### src/rtl/hpdm_pkg.sv
// Shared types and constants for the heading-hold PI mixer.
// Used by the controller, the datapath and the top level; depends on nothing.
package hpdm_pkg;

    // Request codes carried by the request type field.
    typedef enum logic [1:0] {
        REQ_TICK     = 2'd0,
        REQ_LOCK_ON  = 2'd1,
        REQ_LOCK_OFF = 2'd2,
        REQ_ROTATE   = 2'd3
    } t_req;

    // Configuration register indexes (byte address is four times the index).
    typedef enum logic [2:0] {
        REG_PROP_GAIN      = 3'd0,
        REG_INTEG_GAIN     = 3'd1,
        REG_CORR_LIM_ROT   = 3'd2,
        REG_CORR_LIM_DRV   = 3'd3,
        REG_INTEG_LIM_ROT  = 3'd4,
        REG_INTEG_LIM_DRV  = 3'd5,
        REG_HALF_BASE      = 3'd6,
        REG_MAX_WHEEL      = 3'd7
    } t_reg;

    typedef enum logic [3:0] {
        ST_IDLE, ST_ERR, ST_DIV1, ST_DIV2, ST_DIV3, ST_PMUL, ST_IMUL,
        ST_SUM, ST_CORR, ST_OMEGA, ST_MIX1, ST_MIX2, ST_MIX3, ST_DONE
    } t_state;

    // Datapath operation for the current cycle.
    typedef enum logic [3:0] {
        OP_NONE, OP_ERR, OP_DIV1, OP_DIV2, OP_DIV3, OP_PMUL, OP_IMUL,
        OP_SUM, OP_CORR, OP_OMEGA, OP_MIX1, OP_MIX2, OP_MIX3
    } t_op;

    typedef struct packed {
        logic accept;
        t_op  op;
        logic load_out;
    } t_cmd;

    typedef struct packed {
        logic locked;
    } t_sts;

    // Deadband of 0.5 degree in Q16.16 radians.
    localparam logic signed [31:0] DEADBAND_Q = 32'sd572;
    // Half of the tick count per second, added before dividing by it.
    localparam logic [31:0] TICK_HALF = 32'd500;
    localparam logic signed [32:0] TICKS_PER_SEC = 33'sd1000;
    // floor(2^41 / 1000): reciprocal of the tick rate.
    localparam logic [31:0] TICK_RECIP = 32'd2199023255;
    localparam int RECIP_SHIFT = 41;
    localparam int QUOT_W = 64 - RECIP_SHIFT;

endpackage

### src/rtl/hpdm_ctrl.sv
// Sequencer for the heading-hold PI mixer: steps the datapath through one request.
// Depends on hpdm_pkg for the state, operation and command types.
module hpdm_ctrl
    import hpdm_pkg::*;
(
    input  logic       i_clk,
    input  logic       i_rst_n,
    input  logic       i_in_valid,
    input  logic [1:0] i_req_type,
    input  logic       i_out_ready,
    input  t_sts       i_sts,
    output logic       o_in_ready,
    output logic       o_out_valid,
    output t_cmd       o_cmd
);

    t_state r_state, n_state;
    logic   r_out_valid, n_out_valid;
    logic   accept;
    logic   load_out;

    assign accept   = i_in_valid && (r_state == ST_IDLE);
    assign load_out = (r_state == ST_DONE) && (!r_out_valid || i_out_ready);

    always_comb begin
        n_state = r_state;
        case (r_state)
            ST_IDLE: begin
                if (accept) begin
                    case (t_req'(i_req_type))
                        REQ_TICK:     n_state = i_sts.locked ? ST_ERR : ST_OMEGA;
                        REQ_LOCK_OFF: n_state = ST_DONE;
                        default:      n_state = ST_IDLE;
                    endcase
                end
            end
            ST_ERR:   n_state = ST_DIV1;
            ST_DIV1:  n_state = ST_DIV2;
            ST_DIV2:  n_state = ST_DIV3;
            ST_DIV3:  n_state = ST_PMUL;
            ST_PMUL:  n_state = ST_IMUL;
            ST_IMUL:  n_state = ST_SUM;
            ST_SUM:   n_state = ST_CORR;
            ST_CORR:  n_state = ST_OMEGA;
            ST_OMEGA: n_state = ST_MIX1;
            ST_MIX1:  n_state = ST_MIX2;
            ST_MIX2:  n_state = ST_MIX3;
            ST_MIX3:  n_state = ST_DONE;
            ST_DONE: begin
                if (load_out) begin
                    n_state = ST_IDLE;
                end
            end
            default:  n_state = ST_IDLE;
        endcase
    end

    always_comb begin
        o_cmd.accept   = accept;
        o_cmd.load_out = load_out;
        case (r_state)
            ST_ERR:   o_cmd.op = OP_ERR;
            ST_DIV1:  o_cmd.op = OP_DIV1;
            ST_DIV2:  o_cmd.op = OP_DIV2;
            ST_DIV3:  o_cmd.op = OP_DIV3;
            ST_PMUL:  o_cmd.op = OP_PMUL;
            ST_IMUL:  o_cmd.op = OP_IMUL;
            ST_SUM:   o_cmd.op = OP_SUM;
            ST_CORR:  o_cmd.op = OP_CORR;
            ST_OMEGA: o_cmd.op = OP_OMEGA;
            ST_MIX1:  o_cmd.op = OP_MIX1;
            ST_MIX2:  o_cmd.op = OP_MIX2;
            ST_MIX3:  o_cmd.op = OP_MIX3;
            default:  o_cmd.op = OP_NONE;
        endcase
    end

    always_comb begin
        n_out_valid = r_out_valid;
        if (load_out) begin
            n_out_valid = 1'b1;
        end else if (i_out_ready) begin
            n_out_valid = 1'b0;
        end
    end

    always_ff @(posedge i_clk) begin
        if (!i_rst_n) begin
            r_state     <= ST_IDLE;
            r_out_valid <= 1'b0;
        end else begin
            r_state     <= n_state;
            r_out_valid <= n_out_valid;
        end
    end

    assign o_in_ready  = (r_state == ST_IDLE);
    assign o_out_valid = r_out_valid;

endmodule

### config.mk
export PLATFORM = sky130hd
export DESIGN_NAME = hpdm_ctrl
export DESIGN_NICKNAME = d
export VERILOG_FILES = /design/src/rtl/hpdm_pkg.sv /design/src/rtl/hpdm_ctrl.sv
export SDC_FILE = /design/constraint.sdc
export NUM_CORES = 1
export LEC_CHECK = 0
export ABC_AREA = 0
export BUFFER_PORTS_ARGS = -buffer_cell sky130_fd_sc_hd__buf_4
export CAP_MARGIN = 10
export CORE_AREA = 3 3 40 42
export CTS_CLUSTER_SIZE = 14
export DETAILED_ROUTE_END_ITERATION = 16
export DIE_AREA = 0 0 43 45
export SKIP_CTS_REPAIR_TIMING = 1
export SYNTH_ARGS = -nofsm -noshare
export SYNTH_HDL_FRONTEND = slang
export SYNTH_SLANG_ARGS = --single-unit
### constraint.sdc
create_clock -name i_clk -period 2.4 [get_ports i_clk]
set_clock_uncertainty 0.1 [all_clocks]
set_input_delay 0.12 -clock i_clk [delete_from_list [all_inputs] [get_ports i_clk]]
set_output_delay 0.12 -clock i_clk [all_outputs]
set_load 0.02 [all_outputs]
==> results of run 1 <==
-- worst register-to-register path: cells and delay by family, from the launching register on --
| family | cells | cell delay, ps |
|---|---|---|
| flip-flops | 1 | 410 |
| AO/OA/AOI/OAI | 3 | 860 |
| AND/OR/NAND/NOR | 1 | 580 |
-- area by class of cell --
| type | instances | area, µm² |
|---|---|---|
| Sequential cell | 9 | 180 |
| Multi-Input combinational cell | 37 | 260 |
| Clock buffer | 4 | 26.3 |
| Timing Repair Buffer | 16 | 120 |
| Fill cell | 126 | 661 |
| Tap cell | 15 | 18.8 |
| Inverter | 5 | 18.8 |
-- layer usage --
| metal | routed length, µm | GRT usage |
|---|---|---|
| met1 | 447 | 0.141 |
| met5 | 0 | 0 |
| met3 | 78 | 0.0717 |
| met2 | 446 | 0.168 |
| met4 | 6 | 0.0181 |
-- cell families after synthesis --
| kind of cell | synth area share |
|---|---|
| buffers and inverters | 0.0997 |
| xor gates and xnor gates | 0.0179 |
| and+or+nand+nor | 0.248 |
| AOI/OAI and AO/OA | 0.266 |
| DFF | 0.368 |
-- stage by stage --
step                      instance area [µm²]  power [mW]  hold slack (ps)  worst slack, ps  std cells
final                                     624       0.798             19.4              338         86
after global routing                      624       0.864             14.7              265         86
after CTS                                 624       0.806             9.12              349         86
after detailed placement                  598       0.692              282              366         82
after global placement                    598       0.697              283              399         82
after floorplan                           489       0.561              142              570         57
-- power by group --
| part | switching [mW] | internal (mW) | leakage, nW |
|---|---|---|---|
| combinational | 0.218 | 0.211 | 0.208 |
| sequential | 0.0524 | 0.204 | 0.0739 |
| clock | 0.0479 | 0.0638 | 0.0150 |
| total | 0.319 | 0.479 | 0.297 |
-- final timing paths --
path,startpoint,to
hold reg to reg,o_out_valid,o_out_valid
hold / removal,i_rst_n,r_state[2]
setup / recovery,r_state[1],o_cmd[3]
setup reg to reg,r_state[1],o_cmd[3]
-- cells in the final DEF, fill, tap and decap left out, types with 2 or more instances in the layout --
cell type	synthesis	layout
buf_4	2	16
and3_1	2	2
nor2_1	4	4
a21oi_1	2	2
a21boi_0	2	2
dfxtp_1	9	9
nor2b_1	2	2
o21a_1	2	2
nand2_1	2	2
inv_1	5	5
clkbuf_4	0	3
a31oi_1	2	2
and2_1	2	2
-- flip-flops by register name (all words and copies together), names as in the netlist --
signal       flops
r_state          4
o_cmd            4
o_out_valid      1
==> impl_metrics.py, run 1 <==
metrics = {
    "logic_synthesis": {
        "avgSynthCellArea_um2": 8.58,
        "synthArstFlopShare": 0,
        "post-synth-top-count-cell": "dfxtp_1",
        "synth_commonest_cells": "dfxtp_1, inv_1, clkbuf_1, nor2_1",
        "ys_warn_count": 0,
        "synth_edf_count": 0,
        "synth-main-ff-cell": "dfxtp_1",
        "netlist-cell-type-count": 30,
        "synth.area.top_cells": "dfxtp_1, inv_1, a21boi_0",
        "yosys.area.top_type_share": 0.368,
        "syn_area_um2": 489,
        "ys_seq_area_frac": 0.368,
        "yosys.area.top_type": "dfxtp_1",
        "synth_nets": 64,
        "synthCells": 57,
        "ys_seq_elements": 9,
    },
    "timing": {
        "drv_slew": 0,
        "setup-violations-final": 0,
        "slew_headroom": 0.767,
        "fmax_ghz": 0.485,
        "worst_slew_pin_slew_ps": 348,
        "setup_tns_ps": 0,
        "rsz0062_at_grt": "no",
        "period_share": 0.859,
        "hold_violations": 0,
        "layout_min_cycle_time_ps": 2060,
    },
    "min_path": {
        "whs_path_depth": 2,
        "hp-class": "input pin to flip-flop",
    },
    "setup_path": {
        "crit_arrival_ps": 2100,
        "crit_family": "compound AO/OA/AOI/OAI gates",
        "path_cells": "or4_4 -> a211o_1 -> a221o_1 -> o211a_1",
        "reg2reg_depth": 4,
        "cp.depth": 4,
        "critical_path.max_stage_delay_ps": 580,
        "critPathCaptureType": "flip-flop",
        "critPathMaxFanout": 11,
        "start_kind": "flip-flop",
        "rrSetupSlack_ps": 340,
        "path_buf_inv": 0,
        "crit_slowest_cell": "or4_4",
        "crit_type": "flip-flop to flip-flop",
        "crit_required_ps": 2440,
    },
    "die": {
        "io_pins": 15,
        "rows": 13,
        "start_util": 0.381,
        "core_mm2": 0.00128,
        "die_y_um": 45,
        "die_area_mm2": 0.00194,
        "die-width_um": 43,
    },
    "global_route": {
        "grt_max_degree": 12,
        "grt_pass1_wl_um": 1610,
        "overflow": 0,
        "grt_pass1_vias": 387,
        "grt_util_all_layers": 0.113,
        "antenna_found_initial": 0,
    },
    "pwr": {
        "cellLeakagePower_nw": 0.297,
        "ir_worst_vdd_mv": 0.603,
        "power_density_mw_per_mm2": 1280,
    },
    "clock_network": {
        "tritoncts": "built",
        "path_clk_slew_ps": 60,
        "clkLatencyLatePin_ps": 260,
        "htree_levels": 1,
        "root_buffer": "clkbuf_4",
        "clk_path_buf_depth": 2,
        "cts_num_sinks": 9,
        "numCtsBuffers": 3,
    },
    "routing": {
        "routed_via_density": 5.36,
        "vias": 461,
        "antenna_left": 0,
        "totalWireLength_um": 978,
        "first_pass_iters": 4,
        "routedWlPerCell_um": 11.4,
        "drcViolationCount": 0,
        "drtIter0Drc": 9,
    },
    "placement": {
        "routabilityCongestion": 0.737,
        "io_buffers": 14,
        "place_hpwl_um": 747,
    },
    "finish": {
        "post-route-util": 0.486,
        "antenna_cells": 0,
        "syn_to_final_growth_pct": 27.6,
        "nNetsFinal": 79,
        "drive_above_1_share": 0.282,
    },
    "flow_run": {
        "cap_violations": 0,
    },
    "run_status": {
        "status": "completed",
    },
}
Note: power is estimated with default switching activity, not from simulation.
==> inputs of run 2 (changes only) <==
--- a/config.mk
+++ b/config.mk
@@ -8,10 +8,11 @@
 export ABC_AREA = 0
 export BUFFER_PORTS_ARGS = -buffer_cell sky130_fd_sc_hd__buf_4
 export CAP_MARGIN = 10
-export CORE_AREA = 3 3 40 42
+export CORE_AREA = 2 2 39 41
 export CTS_CLUSTER_SIZE = 14
 export DETAILED_ROUTE_END_ITERATION = 16
-export DIE_AREA = 0 0 43 45
+export DIE_AREA = 0 0 41 43
+export SETUP_SLACK_MARGIN = 0.5
 export SKIP_CTS_REPAIR_TIMING = 1
 export SYNTH_ARGS = -nofsm -noshare
 export SYNTH_HDL_FRONTEND = slang
==> run 2 against run 1 <==
Sequential share of layout area up 0.37 points. Power increased by 3.7%. Utilization is 1.6 points lower. Clock power barely moved. Count of clock-buffer cells in the layout unchanged. Sequential power increased by 8.2%. Cell count grew 3.5%.
==> impl_metrics.py, run 2 (same netlist as run 1, synthesis figures left out) <==
metrics = {
    "finish": {
        "final_cell_mix": "buf_4, inv_1, dfxtp_1",
        "final_cells": 89,
        "syn_to_final_growth_pct": 33.0,
        "layout_commonest_cell": "buf_4",
        "design_area_um2": 651,
        "nNetsFinal": 81,
        "post-route-util": 0.470,
        "antenna_cells": 0,
        "drive_above_1_share": 0.356,
        "fillers": 150,
    },
    "timing": {
        "rsz0062_at_grt": "yes",
        "setup_tns_ps": 0,
        "layout_min_cycle_time_ps": 1930,
        "fin_ws_ps": 475,
        "slew_headroom": 0.756,
        "worst_slew_pin_slew_ps": 367,
        "hold_violations": 0,
        "fin_hold_ws_ps": 28.2,
        "drv_slew": 0,
        "setup-violations-final": 0,
        "period_share": 0.802,
        "fmax_ghz": 0.519,
    },
    "die": {
        "io_pins": 15,
        "die_y_um": 43,
        "start_util": 0.354,
        "die-width_um": 41,
        "die_area_mm2": 0.00176,
        "core_mm2": 0.00138,
        "rows": 14,
    },
    "placement": {
        "dpl-instance-area_um2": 584,
        "io_buffers": 14,
        "pre_cts_slack_ps": 366,
        "routabilityCongestion": 0.717,
        "placed_cells": 81,
        "place_hpwl_um": 675,
    },
    "clock_network": {
        "root_buffer": "clkbuf_4",
        "htree_levels": 1,
        "path_clk_slew_ps": 60,
        "tritoncts": "built",
        "clk_path_buf_depth": 2,
        "clkLatencyLatePin_ps": 250,
        "cts_num_sinks": 9,
        "numCtsBuffers": 3,
    },
    "setup_path": {
        "critPathMaxFanout": 4,
        "r2r_start": "r_state[3]",
        "critPathCaptureType": "flip-flop",
        "start_kind": "flip-flop",
        "crit_required_ps": 2450,
        "crit_type": "flip-flop to flip-flop",
        "path_buf_inv": 0,
        "reg2reg_depth": 4,
        "critical_path.max_stage_delay_ps": 540,
        "crit_family": "compound AO/OA/AOI/OAI gates",
        "crit_slowest_cell": "or4_4",
        "crit_arrival_ps": 1970,
        "r2r_end": "o_cmd[3]",
        "path_cells": "or4_4 -> a211o_1 -> a221o_1 -> o211a_1",
        "rrSetupSlack_ps": 470,
    },
    "pwr": {
        "intPower_mw": 0.505,
        "switching_share": 0.389,
        "power_frac_comb": 0.532,
        "cellLeakagePower_nw": 0.310,
        "p_sw_mw": 0.322,
        "ir_worst_vdd_mv": 0.613,
        "design_power_total_mw": 0.827,
        "power_density_mw_per_mm2": 1270,
        "seqPwrFrac": 0.334,
        "clkPwrFrac": 0.134,
    },
    "global_route": {
        "antenna_found_initial": 0,
        "grt_pass1_wl_um": 1370,
        "overflow": 0,
        "grt_pass1_vias": 342,
        "grt_util_all_layers": 0.122,
        "grt_max_degree": 13,
    },
    "run_status": {
        "status": "completed",
    },
    "routing": {
        "drcViolationCount": 0,
        "first_pass_iters": 2,
        "drtIter0Drc": 2,
        "routedWlPerCell_um": 11.1,
        "vias": 454,
        "antenna_left": 0,
        "totalWireLength_um": 989,
        "routed_via_density": 5.10,
    },
    "min_path": {
        "whs_path_depth": 2,
        "hp-class": "input pin to flip-flop",
        "whs_endpoint": "r_state[2]",
        "min_from": "i_rst_n",
    },
    "flow_run": {
        "cap_violations": 0,
    },
}
[run 2: changes by cell type in the layout (fill, tap and decap cells not counted)]
cell,change
dfxtp_4,+2
buf_4,+2
dfxtp_1,-4
dfxtp_2,+2
a21boi_1,+1
a21boi_0,-1
[run 2: layout make-up]
type / count / area, µm² / share of cell area
timing repair buffer: 18 / 135 / 0.208
sequential: 9 / 190 / 0.292
tap: 16 / 20.0 / 0.0308
clock buffer: 4 / 26.3 / 0.0404
multi-input combinational: 37 / 260 / 0.400
inverter: 5 / 18.8 / 0.0288
[run 2: power by group through the flow]
| stage | Clock, mW | Sequential (mW) | Combinational, mW |
|---|---|---|---|
| global route | 0.125 | 0.282 | 0.480 |
| finish | 0.111 | 0.277 | 0.440 |
| detailed placement | 0 | 0.286 | 0.382 |
| global placement | 0 | 0.283 | 0.383 |
| CTS | 0.117 | 0.284 | 0.384 |
| floorplan | 0 | 0.259 | 0.302 |
[run 2: how the worst max path moves through the flow]
stage               start        to  slack (ps)  cells after the start
6_report       r_state[3]  o_cmd[3]         470                      4
5_1_grt        r_state[3]  o_cmd[3]         420                      4
4_1_cts        r_state[1]  o_cmd[3]         350                      4
3_5_place_dp   r_state[1]  o_cmd[3]         370                      4
3_3_place_gp   r_state[1]  o_cmd[3]         400                      4
2_1_floorplan  r_state[1]  o_cmd[3]         570                      4
[run 2: worst reg2reg max path, stage by stage, from the launching register on]
cell and delay, ps:
dfxtp_4 350, or4_4 540, a211o_1 240, a221o_1 370
o211a_1 220
[run 2: routing by layer]
metal	part of all wire	track usage
met1	0.50	0.166
met2	0.42	0.144
met3	0.054	0.0314
met4	0.024	0.120
met5	0	0
