==> config.mk <==
export PLATFORM = sky130hd
export DESIGN_NAME = hpdm_dp
export DESIGN_NICKNAME = d
export VERILOG_FILES = /design/src/rtl/hpdm_pkg.sv /design/src/rtl/hpdm_dp.sv
export SDC_FILE = /design/constraint.sdc
export NUM_CORES = 2
export LEC_CHECK = 0
export ABC_CLOCK_PERIOD_IN_PS = 10950
export BUFFER_PORTS_ARGS = -buffer_cell sky130_fd_sc_hd__buf_4
export CORE_UTILIZATION = 30
export DETAILED_ROUTE_END_ITERATION = 8
export MAX_ROUTING_LAYER = met4
export SKIP_CTS_REPAIR_TIMING = 1
export SLEW_MARGIN = 10
export SYNTH_ARGS = -nofsm -noshare
export SYNTH_HDL_FRONTEND = slang
export SYNTH_SLANG_ARGS = --single-unit
==> constraint.sdc <==
create_clock -name i_clk -period 10.95 [get_ports i_clk]
set_clock_uncertainty 0.15 [all_clocks]
set_input_delay 0 -clock i_clk [delete_from_list [all_inputs] [get_ports i_clk]]
set_output_delay 0 -clock i_clk [all_outputs]
set_load 0.03 [all_outputs]
==> src/rtl/hpdm_pkg.sv <==
// Shared types and constants for the heading-hold PI mixer.
// Used by the controller, the datapath and the top level; depends on nothing.
package hpdm_pkg;

    // Request codes carried by the request type field.
    typedef enum logic [1:0] {
        REQ_TICK     = 2'd0,
        REQ_LOCK_ON  = 2'd1,
        REQ_LOCK_OFF = 2'd2,
        REQ_ROTATE   = 2'd3
    } t_req;

    // Configuration register indexes (byte address is four times the index).
    typedef enum logic [2:0] {
        REG_PROP_GAIN      = 3'd0,
        REG_INTEG_GAIN     = 3'd1,
        REG_CORR_LIM_ROT   = 3'd2,
        REG_CORR_LIM_DRV   = 3'd3,
        REG_INTEG_LIM_ROT  = 3'd4,
        REG_INTEG_LIM_DRV  = 3'd5,
        REG_HALF_BASE      = 3'd6,
        REG_MAX_WHEEL      = 3'd7
    } t_reg;

    typedef enum logic [3:0] {
        ST_IDLE, ST_ERR, ST_DIV1, ST_DIV2, ST_DIV3, ST_PMUL, ST_IMUL,
        ST_SUM, ST_CORR, ST_OMEGA, ST_MIX1, ST_MIX2, ST_MIX3, ST_DONE
    } t_state;

    // Datapath operation for the current cycle.
    typedef enum logic [3:0] {
        OP_NONE, OP_ERR, OP_DIV1, OP_DIV2, OP_DIV3, OP_PMUL, OP_IMUL,
        OP_SUM, OP_CORR, OP_OMEGA, OP_MIX1, OP_MIX2, OP_MIX3
    } t_op;

    typedef struct packed {
        logic accept;
        t_op  op;
        logic load_out;
    } t_cmd;

    typedef struct packed {
        logic locked;
    } t_sts;

    // Deadband of 0.5 degree in Q16.16 radians.
    localparam logic signed [31:0] DEADBAND_Q = 32'sd572;
    // Half of the tick count per second, added before dividing by it.
    localparam logic [31:0] TICK_HALF = 32'd500;
    localparam logic signed [32:0] TICKS_PER_SEC = 33'sd1000;
    // floor(2^41 / 1000): reciprocal of the tick rate.
    localparam logic [31:0] TICK_RECIP = 32'd2199023255;
    localparam int RECIP_SHIFT = 41;
    localparam int QUOT_W = 64 - RECIP_SHIFT;

endpackage

==> src/rtl/hpdm_dp.sv <==
// Datapath of the heading-hold PI mixer: loop state, one shared multiplier,
// rounding, clamping and the output register. Depends on hpdm_pkg.
module hpdm_dp
    import hpdm_pkg::*;
(
    input  logic               i_clk,
    input  logic               i_rst_n,
    input  t_cmd               i_cmd,
    output t_sts               o_sts,
    input  logic [1:0]         i_req_type,
    input  logic signed [31:0] i_gyro_angle,
    input  logic signed [31:0] i_planned_speed,
    input  logic signed [31:0] i_planned_turn_rate,
    input  logic               i_rotation_active,
    input  logic signed [31:0] i_profile_angle,
    input  logic [30:0]        i_prop_gain,
    input  logic [30:0]        i_integ_gain,
    input  logic [30:0]        i_corr_limit_rotating,
    input  logic [30:0]        i_corr_limit_driving,
    input  logic [30:0]        i_integ_limit_rotating,
    input  logic [30:0]        i_integ_limit_driving,
    input  logic [30:0]        i_half_wheel_base,
    input  logic [30:0]        i_max_wheel_speed,
    output logic signed [31:0] o_left_speed,
    output logic signed [31:0] o_right_speed,
    output logic signed [31:0] o_heading_correction,
    output logic               o_lock_active
);

    // Loop state.
    logic                      r_lock;
    logic signed [31:0]        r_target;
    logic signed [31:0]        r_integ;

    // Latched request.
    logic signed [31:0]        r_gyro, r_speed, r_turn, r_prof;
    logic                      r_rot;

    // Working registers.
    logic signed [31:0]        r_err;
    logic signed [31:0]        r_ibase;
    logic [31:0]               r_mag;
    logic                      r_neg;
    logic [QUOT_W-1:0]         r_quot;
    logic signed [63:0]        r_prod;
    logic signed [63:0]        r_acc;
    logic signed [31:0]        r_corr;
    logic signed [31:0]        r_omega;
    logic signed [47:0]        r_diff;
    logic signed [31:0]        r_left, r_right;

    logic signed [32:0]        mul_a, mul_b;
    logic signed [65:0]        mul_p;

    logic [30:0]               corr_lim, integ_lim;
    logic signed [31:0]        tgt;
    logic signed [32:0]        err_dif;
    logic signed [31:0]        err_sat;
    logic                      in_dead;
    logic signed [31:0]        err_z;
    logic signed [32:0]        err_abs;
    logic [QUOT_W-1:0]         quot0;
    logic [32:0]               rem;
    logic [QUOT_W-1:0]         quot;
    logic signed [QUOT_W:0]    quot_s;
    logic signed [33:0]        integ_sum;
    logic signed [33:0]        ilim_s;
    logic signed [31:0]        integ_clamped;
    logic signed [63:0]        acc_sum;
    logic signed [47:0]        acc_rnd;
    logic signed [47:0]        clim_s;
    logic signed [31:0]        corr_clamped;
    logic signed [32:0]        omega_sum;
    logic signed [31:0]        omega_sat;
    logic signed [47:0]        prod_rnd;
    logic signed [48:0]        vmax_s;
    logic signed [48:0]        left_raw, right_raw;
    logic signed [31:0]        left_sat, right_sat;

    // Drop 16 fraction bits, rounding to nearest with ties away from zero.
    function automatic logic signed [47:0] round_q16(input logic signed [63:0] x);
        logic signed [63:0] s;
        s = x + 64'sd32767 + $signed({63'd0, ~x[63]});
        return s[63:16];
    endfunction

    assign corr_lim  = r_rot ? i_corr_limit_rotating  : i_corr_limit_driving;
    assign integ_lim = r_rot ? i_integ_limit_rotating : i_integ_limit_driving;

    // Error with saturation and deadband.
    always_comb begin
        tgt     = r_rot ? r_prof : r_target;
        err_dif = {tgt[31], tgt} - {r_gyro[31], r_gyro};
        if (err_dif[32] != err_dif[31]) begin
            err_sat = err_dif[32] ? 32'sh8000_0000 : 32'sh7FFF_FFFF;
        end else begin
            err_sat = err_dif[31:0];
        end
        in_dead = (err_sat > -DEADBAND_Q) && (err_sat < DEADBAND_Q);
        err_z   = in_dead ? 32'sd0 : err_sat;
        err_abs = err_z[31] ? -{err_z[31], err_z} : {err_z[31], err_z};
    end

    // Division of the error by the tick rate, finished from the reciprocal estimate, then the clamped integral update.
    always_comb begin
        quot0     = r_prod[63:RECIP_SHIFT];
        rem       = {1'b0, r_mag} - r_prod[32:0];
        quot      = (rem >= 33'(TICKS_PER_SEC)) ? r_quot + 1'b1 : r_quot;
        quot_s    = r_neg ? -$signed({1'b0, quot}) : $signed({1'b0, quot});
        integ_sum = 34'(r_ibase) + 34'(quot_s);
        ilim_s    = $signed({3'd0, integ_lim});
        if (integ_sum > ilim_s) begin
            integ_clamped = ilim_s[31:0];
        end else if (integ_sum < -ilim_s) begin
            integ_clamped = -ilim_s[31:0];
        end else begin
            integ_clamped = integ_sum[31:0];
        end
    end

    // PI sum, rounding and correction clamp.
    always_comb begin
        acc_sum = r_acc + r_prod;
        acc_rnd = round_q16(r_acc);
        clim_s  = $signed({17'd0, corr_lim});
        if (acc_rnd > clim_s) begin
            corr_clamped = clim_s[31:0];
        end else if (acc_rnd < -clim_s) begin
            corr_clamped = -clim_s[31:0];
        end else begin
            corr_clamped = acc_rnd[31:0];
        end
    end

    // Turn rate and wheel mixing.
    always_comb begin
        omega_sum = {r_turn[31], r_turn} + {r_corr[31], r_corr};
        if (omega_sum[32] != omega_sum[31]) begin
            omega_sat = omega_sum[32] ? 32'sh8000_0000 : 32'sh7FFF_FFFF;
        end else begin
            omega_sat = omega_sum[31:0];
        end
        prod_rnd  = round_q16(r_prod);
        vmax_s    = $signed({18'd0, i_max_wheel_speed});
        left_raw  = 49'(r_speed) - 49'(r_diff);
        right_raw = 49'(r_speed) + 49'(r_diff);
        if (left_raw > vmax_s) begin
            left_sat = vmax_s[31:0];
        end else if (left_raw < -vmax_s) begin
            left_sat = -vmax_s[31:0];
        end else begin
            left_sat = left_raw[31:0];
        end
        if (right_raw > vmax_s) begin
            right_sat = vmax_s[31:0];
        end else if (right_raw < -vmax_s) begin
            right_sat = -vmax_s[31:0];
        end else begin
            right_sat = right_raw[31:0];
        end
    end

    // Shared multiplier operand selection.
    always_comb begin
        case (i_cmd.op)
            OP_DIV1: begin
                mul_a = $signed({1'b0, r_mag});
                mul_b = $signed({1'b0, TICK_RECIP});
            end
            OP_DIV2: begin
                mul_a = $signed(33'(quot0));
                mul_b = TICKS_PER_SEC;
            end
            OP_PMUL: begin
                mul_a = $signed({2'd0, i_prop_gain});
                mul_b = {r_err[31], r_err};
            end
            OP_IMUL: begin
                mul_a = $signed({2'd0, i_integ_gain});
                mul_b = {r_integ[31], r_integ};
            end
            OP_MIX1: begin
                mul_a = $signed({2'd0, i_half_wheel_base});
                mul_b = {r_omega[31], r_omega};
            end
            default: begin
                mul_a = '0;
                mul_b = '0;
            end
        endcase
        mul_p = mul_a * mul_b;
    end

    // Loop state: reset to zero and unlocked.
    always_ff @(posedge i_clk) begin
        if (!i_rst_n) begin
            r_lock   <= 1'b0;
            r_target <= '0;
            r_integ  <= '0;
        end else if (i_cmd.accept) begin
            case (t_req'(i_req_type))
                REQ_LOCK_ON: begin
                    r_lock   <= 1'b1;
                    r_integ  <= '0;
                    r_target <= i_gyro_angle;
                end
                REQ_LOCK_OFF: begin
                    r_lock  <= 1'b0;
                    r_integ <= '0;
                end
                REQ_ROTATE: begin
                    if (r_lock) begin
                        r_integ <= '0;
                    end
                end
                default: begin
                end
            endcase
        end else begin
            case (i_cmd.op)
                OP_ERR:  r_target <= tgt;
                OP_DIV3: r_integ  <= integ_clamped;
                default: begin
                end
            endcase
        end
    end

    // Working registers.
    always_ff @(posedge i_clk) begin
        if (i_cmd.accept) begin
            r_gyro <= i_gyro_angle;
            r_speed <= i_planned_speed;
            r_turn <= i_planned_turn_rate;
            r_rot  <= i_rotation_active;
            r_prof <= i_profile_angle;
            r_corr <= '0;
            if (t_req'(i_req_type) == REQ_LOCK_OFF) begin
                r_left  <= '0;
                r_right <= '0;
            end
        end
        case (i_cmd.op)
            OP_ERR: begin
                r_err   <= err_z;
                r_ibase <= in_dead ? 32'sd0 : r_integ;
                r_mag   <= err_abs[31:0] + TICK_HALF;
                r_neg   <= err_z[31];
            end
            OP_DIV1:  r_prod <= mul_p[63:0];
            OP_DIV2: begin
                r_quot <= quot0;
                r_prod <= mul_p[63:0];
            end
            OP_PMUL:  r_prod <= mul_p[63:0];
            OP_IMUL: begin
                r_acc  <= r_prod;
                r_prod <= mul_p[63:0];
            end
            OP_SUM:   r_acc   <= acc_sum;
            OP_CORR:  r_corr  <= corr_clamped;
            OP_OMEGA: r_omega <= omega_sat;
            OP_MIX1:  r_prod  <= mul_p[63:0];
            OP_MIX2:  r_diff  <= prod_rnd;
            OP_MIX3: begin
                r_left  <= left_sat;
                r_right <= right_sat;
            end
            default: begin
            end
        endcase
    end

    // Output register, loaded when the finished result is handed over.
    always_ff @(posedge i_clk) begin
        if (i_cmd.load_out) begin
            o_left_speed         <= r_left;
            o_right_speed        <= r_right;
            o_heading_correction <= r_corr;
            o_lock_active        <= r_lock;
        end
    end

    assign o_sts.locked = r_lock;

endmodule

==> results.cfg <==
[yosys]
synth_edf_count = 648
synth_ff_type = edfxtp_1
async_reset_ff_frac = 0
seq_area_frac_synth = 0.229
avgSynthCellArea_um2 = 9.06
synthCells = 10000
ys_ff_latch = 713
syn-cell-area_um2 = 90700
ys_warn_count = 0
synth.distinct_cells = 109

[layout]
multiInputGateArea_um2 = 63700
layout-drive-gt1-share = 0.117
regArea_um2 = 20800
fin_util = 0.362
top_regs = r_acc: 64 flops, r_prod: 64 flops, r_diff: 48 flops
synthToLayoutAreaGrowth_pct = 19.7
final_nets = 13200
fill_cells = 30700

[timing]
hold_viol_final = 14
whs_ns = -0.0815
worstMarginPinSlew_ns = 1.38
rsz0062_at_grt = yes
setup_violations = 0
period_share = 0.974
max_freq_mhz = 93.8
slew_violations = 0
worst_slack_ns = 0.287
relSlewSlack = 0.0789
period_needed_ns = 10.66

[floorplan]
chipWidth_um = 552
num_rows = 201
start_util = 0.302
die_area_um2 = 305000
num_io_pins = 485
core-area_um2 = 300000
die_h_um = 552

[grt]
antenna_found_initial = 19
grt_remaining_overflow = 0
grt_max_degree = 105
track_usage = 0.228
grt_pass1_wl_um = 495000
grt_pass1_vias = 73100

[setup_path]
critPathKind = input port to flop
cp_top_family = adder cells
cp-end-kind = flop
cp_num_buf_inv = 7
crit_required_ns = 11.26
slowest_delay_ns = 1.15
worstPathMaxFanout = 29
path_common_cell = fa_1
r2r_setup_slack_ns = 0.47
slowest_stage = nor2_2
r2r-start = r_omega[11]
arrival_ns = 10.98
critPathLaunchType = input port
ff2ff_path_depth = 34
rr_endpoint = r_prod[63]

[drt]
vias_per_cell = 5.14
wl_per_cell_um = 23.3
ant_nets = 0
detail_route.first_pass.iterations = 6
vias = 77300
drtIter0Drc = 6455
drc = 0
totalWireLength_um = 350000

[clocking]
cts_sinks = 713
cts.clk_slew.worst_paths_ns = 0.06
cts-root-buf = clkbuf_16
insertion_delay_ns = 0.72
h-tree-depth = 3
numCtsBuffers = 81
cts_max_path_buffers = 3
cts_tree = done

[pwr]
p_total_uw = 12600
ir_drop_uv = 116
leakagePower_uw = 0.0493
p_per_area_nw_per_um2 = 116

[placement]
routabilityCongestion = 1.00
portBuffers = 484
place_ws_ns = -0.310
hpwl_um = 286000

[outcome]
violations = hold timing
status = finished with violations

[min_path]
min_from = i_integ_limit_rotating[17]
whs_endpoint = r_integ[17]
whs_path_depth = 6
hp-class = input port to flop

[flow_run]
cap_violations = 0
cell usage in the layout (no fill, tap or decap), types with 36 or more instances in the layout:
master         netlist  layout
o22ai_1             42      40
nor2_1             643     638
o31ai_1             51      50
a31oi_1             51      51
and2_1              78      77
dlygate4sd3_1        0     380
mux2i_1            167     165
nor2b_1            139     137
clkbuf_16            0      82
edfxtp_1           648     648
buf_12               0      36
fa_1               935     935
a22oi_1             44      42
nand4_1            128     128
or3_1               44      44
and4_1              38      38
nand2b_1           152     152
nor3_1             125     121
xnor2_1            379     377
and3_1              82      82
nand2_1           1400    1398
nand3_1            175     173
dfxtp_1             65      65
buf_4                1     914
o21a_1              70      70
a21oi_1            552     549
inv_1             1285    1284
ha_1               890     888
o21bai_1            55      54
mux2_2              73      73
o21ai_0            348     344
a211oi_1            66      65
xor2_1             157     157
nor4_1              45      44
a21o_1             195     195
through the flow:
step,std cells,instance area (um2),TNS (ns)
floorplan,10000,90800,0
global placement,14500,102000,-0.718
detailed placement,14500,102000,-0.971
CTS,14600,105000,0
global route,15000,109000,-0.370
finish,15000,109000,0
per-layer routing:
layer,GRT usage,share of wire,up-vias
li1,-,-,35800
met1,0.300,0.43,38100
met2,0.353,0.45,2846
met3,0.0290,0.068,500
met4,0.0924,0.050,0
met5,-,0,-
logic make-up after synthesis:
family | Yosys count | synth area share
adder cells (fa/ha/maj) | 1830 | 0.330
multiplexers | 241 | 0.0277
AO/OA/AOI/OAI | 1773 | 0.126
flip-flops | 713 | 0.229
other | 2 | 0.0000828
AND/OR/NAND/NOR | 3183 | 0.164
XOR/XNOR | 536 | 0.0518
buffers and inverters | 1731 | 0.0726
report_power, final:
part | switching, uW | internal (uW) | total [uW]
clock | 1300 | 1730 | 3020
sequential | 223 | 3300 | 3530
combinational | 3710 | 2300 | 6010
total | 5230 | 7330 | 12600
worst reg2reg max path: cells and delay by family, from the launching register on:
family | cells | cell delay (ns)
AOI/OAI and AO/OA | 13 | 3.74
xor gates and xnor gates | 1 | 0.15
adders and majority gates | 9 | 4.03
buffers and inverters | 6 | 0.79
DFF | 1 | 0.48
and+or+nand+nor | 5 | 0.93
worst max-delay path by stage:
stage | from | endpoint | depth (start not counted)
3_5_place_dp | i_cmd[4] | r_prod[61] | 36
5_1_grt | r_prod[3] | r_integ[1] | 48
4_1_cts | r_err[0] | r_integ[17] | 51
6_report | i_cmd[4] | r_prod[63] | 37
2_1_floorplan | r_rot | r_mag[30] | 45
3_3_place_gp | i_cmd[4] | r_prod[61] | 38
final cells by class:
cell class	count	area share
Sequential cell	713	0.191
Timing Repair Buffer	1331	0.105
Clock inverter	59	0.00735
Inverter	1294	0.0447
Antenna cell	10	0.000230
Clock buffer	92	0.0193
Multi-Input combinational cell	7582	0.587
Tap cell	3958	0.0456
Yosys cell counts, drive strengths merged (51+ instances only):
library cell	number	area (um2)
a211oi	71	566
a21o	195	1460
a21oi	554	2780
a31oi	52	332
and2	78	488
and3	82	513
buf	71	353
clkbuf	366	1370
dfxtp	65	1300
edfxtp	648	19500
fa	935	18700
ha	890	11100
inv	1288	4830
mux2	74	837
mux2i	167	1670
nand2	1400	5260
nand2b	152	951
nand3	177	896
nand4	129	813
nor2	645	2430
nor2b	139	870
nor3	132	702
nor4	54	429
o21a	70	526
o21ai	360	1810
o21bai	55	413
o31ai	51	383
xnor2	379	3320
xor2	157	1380
No activity file was read; power rests on OpenSTA's default activity.
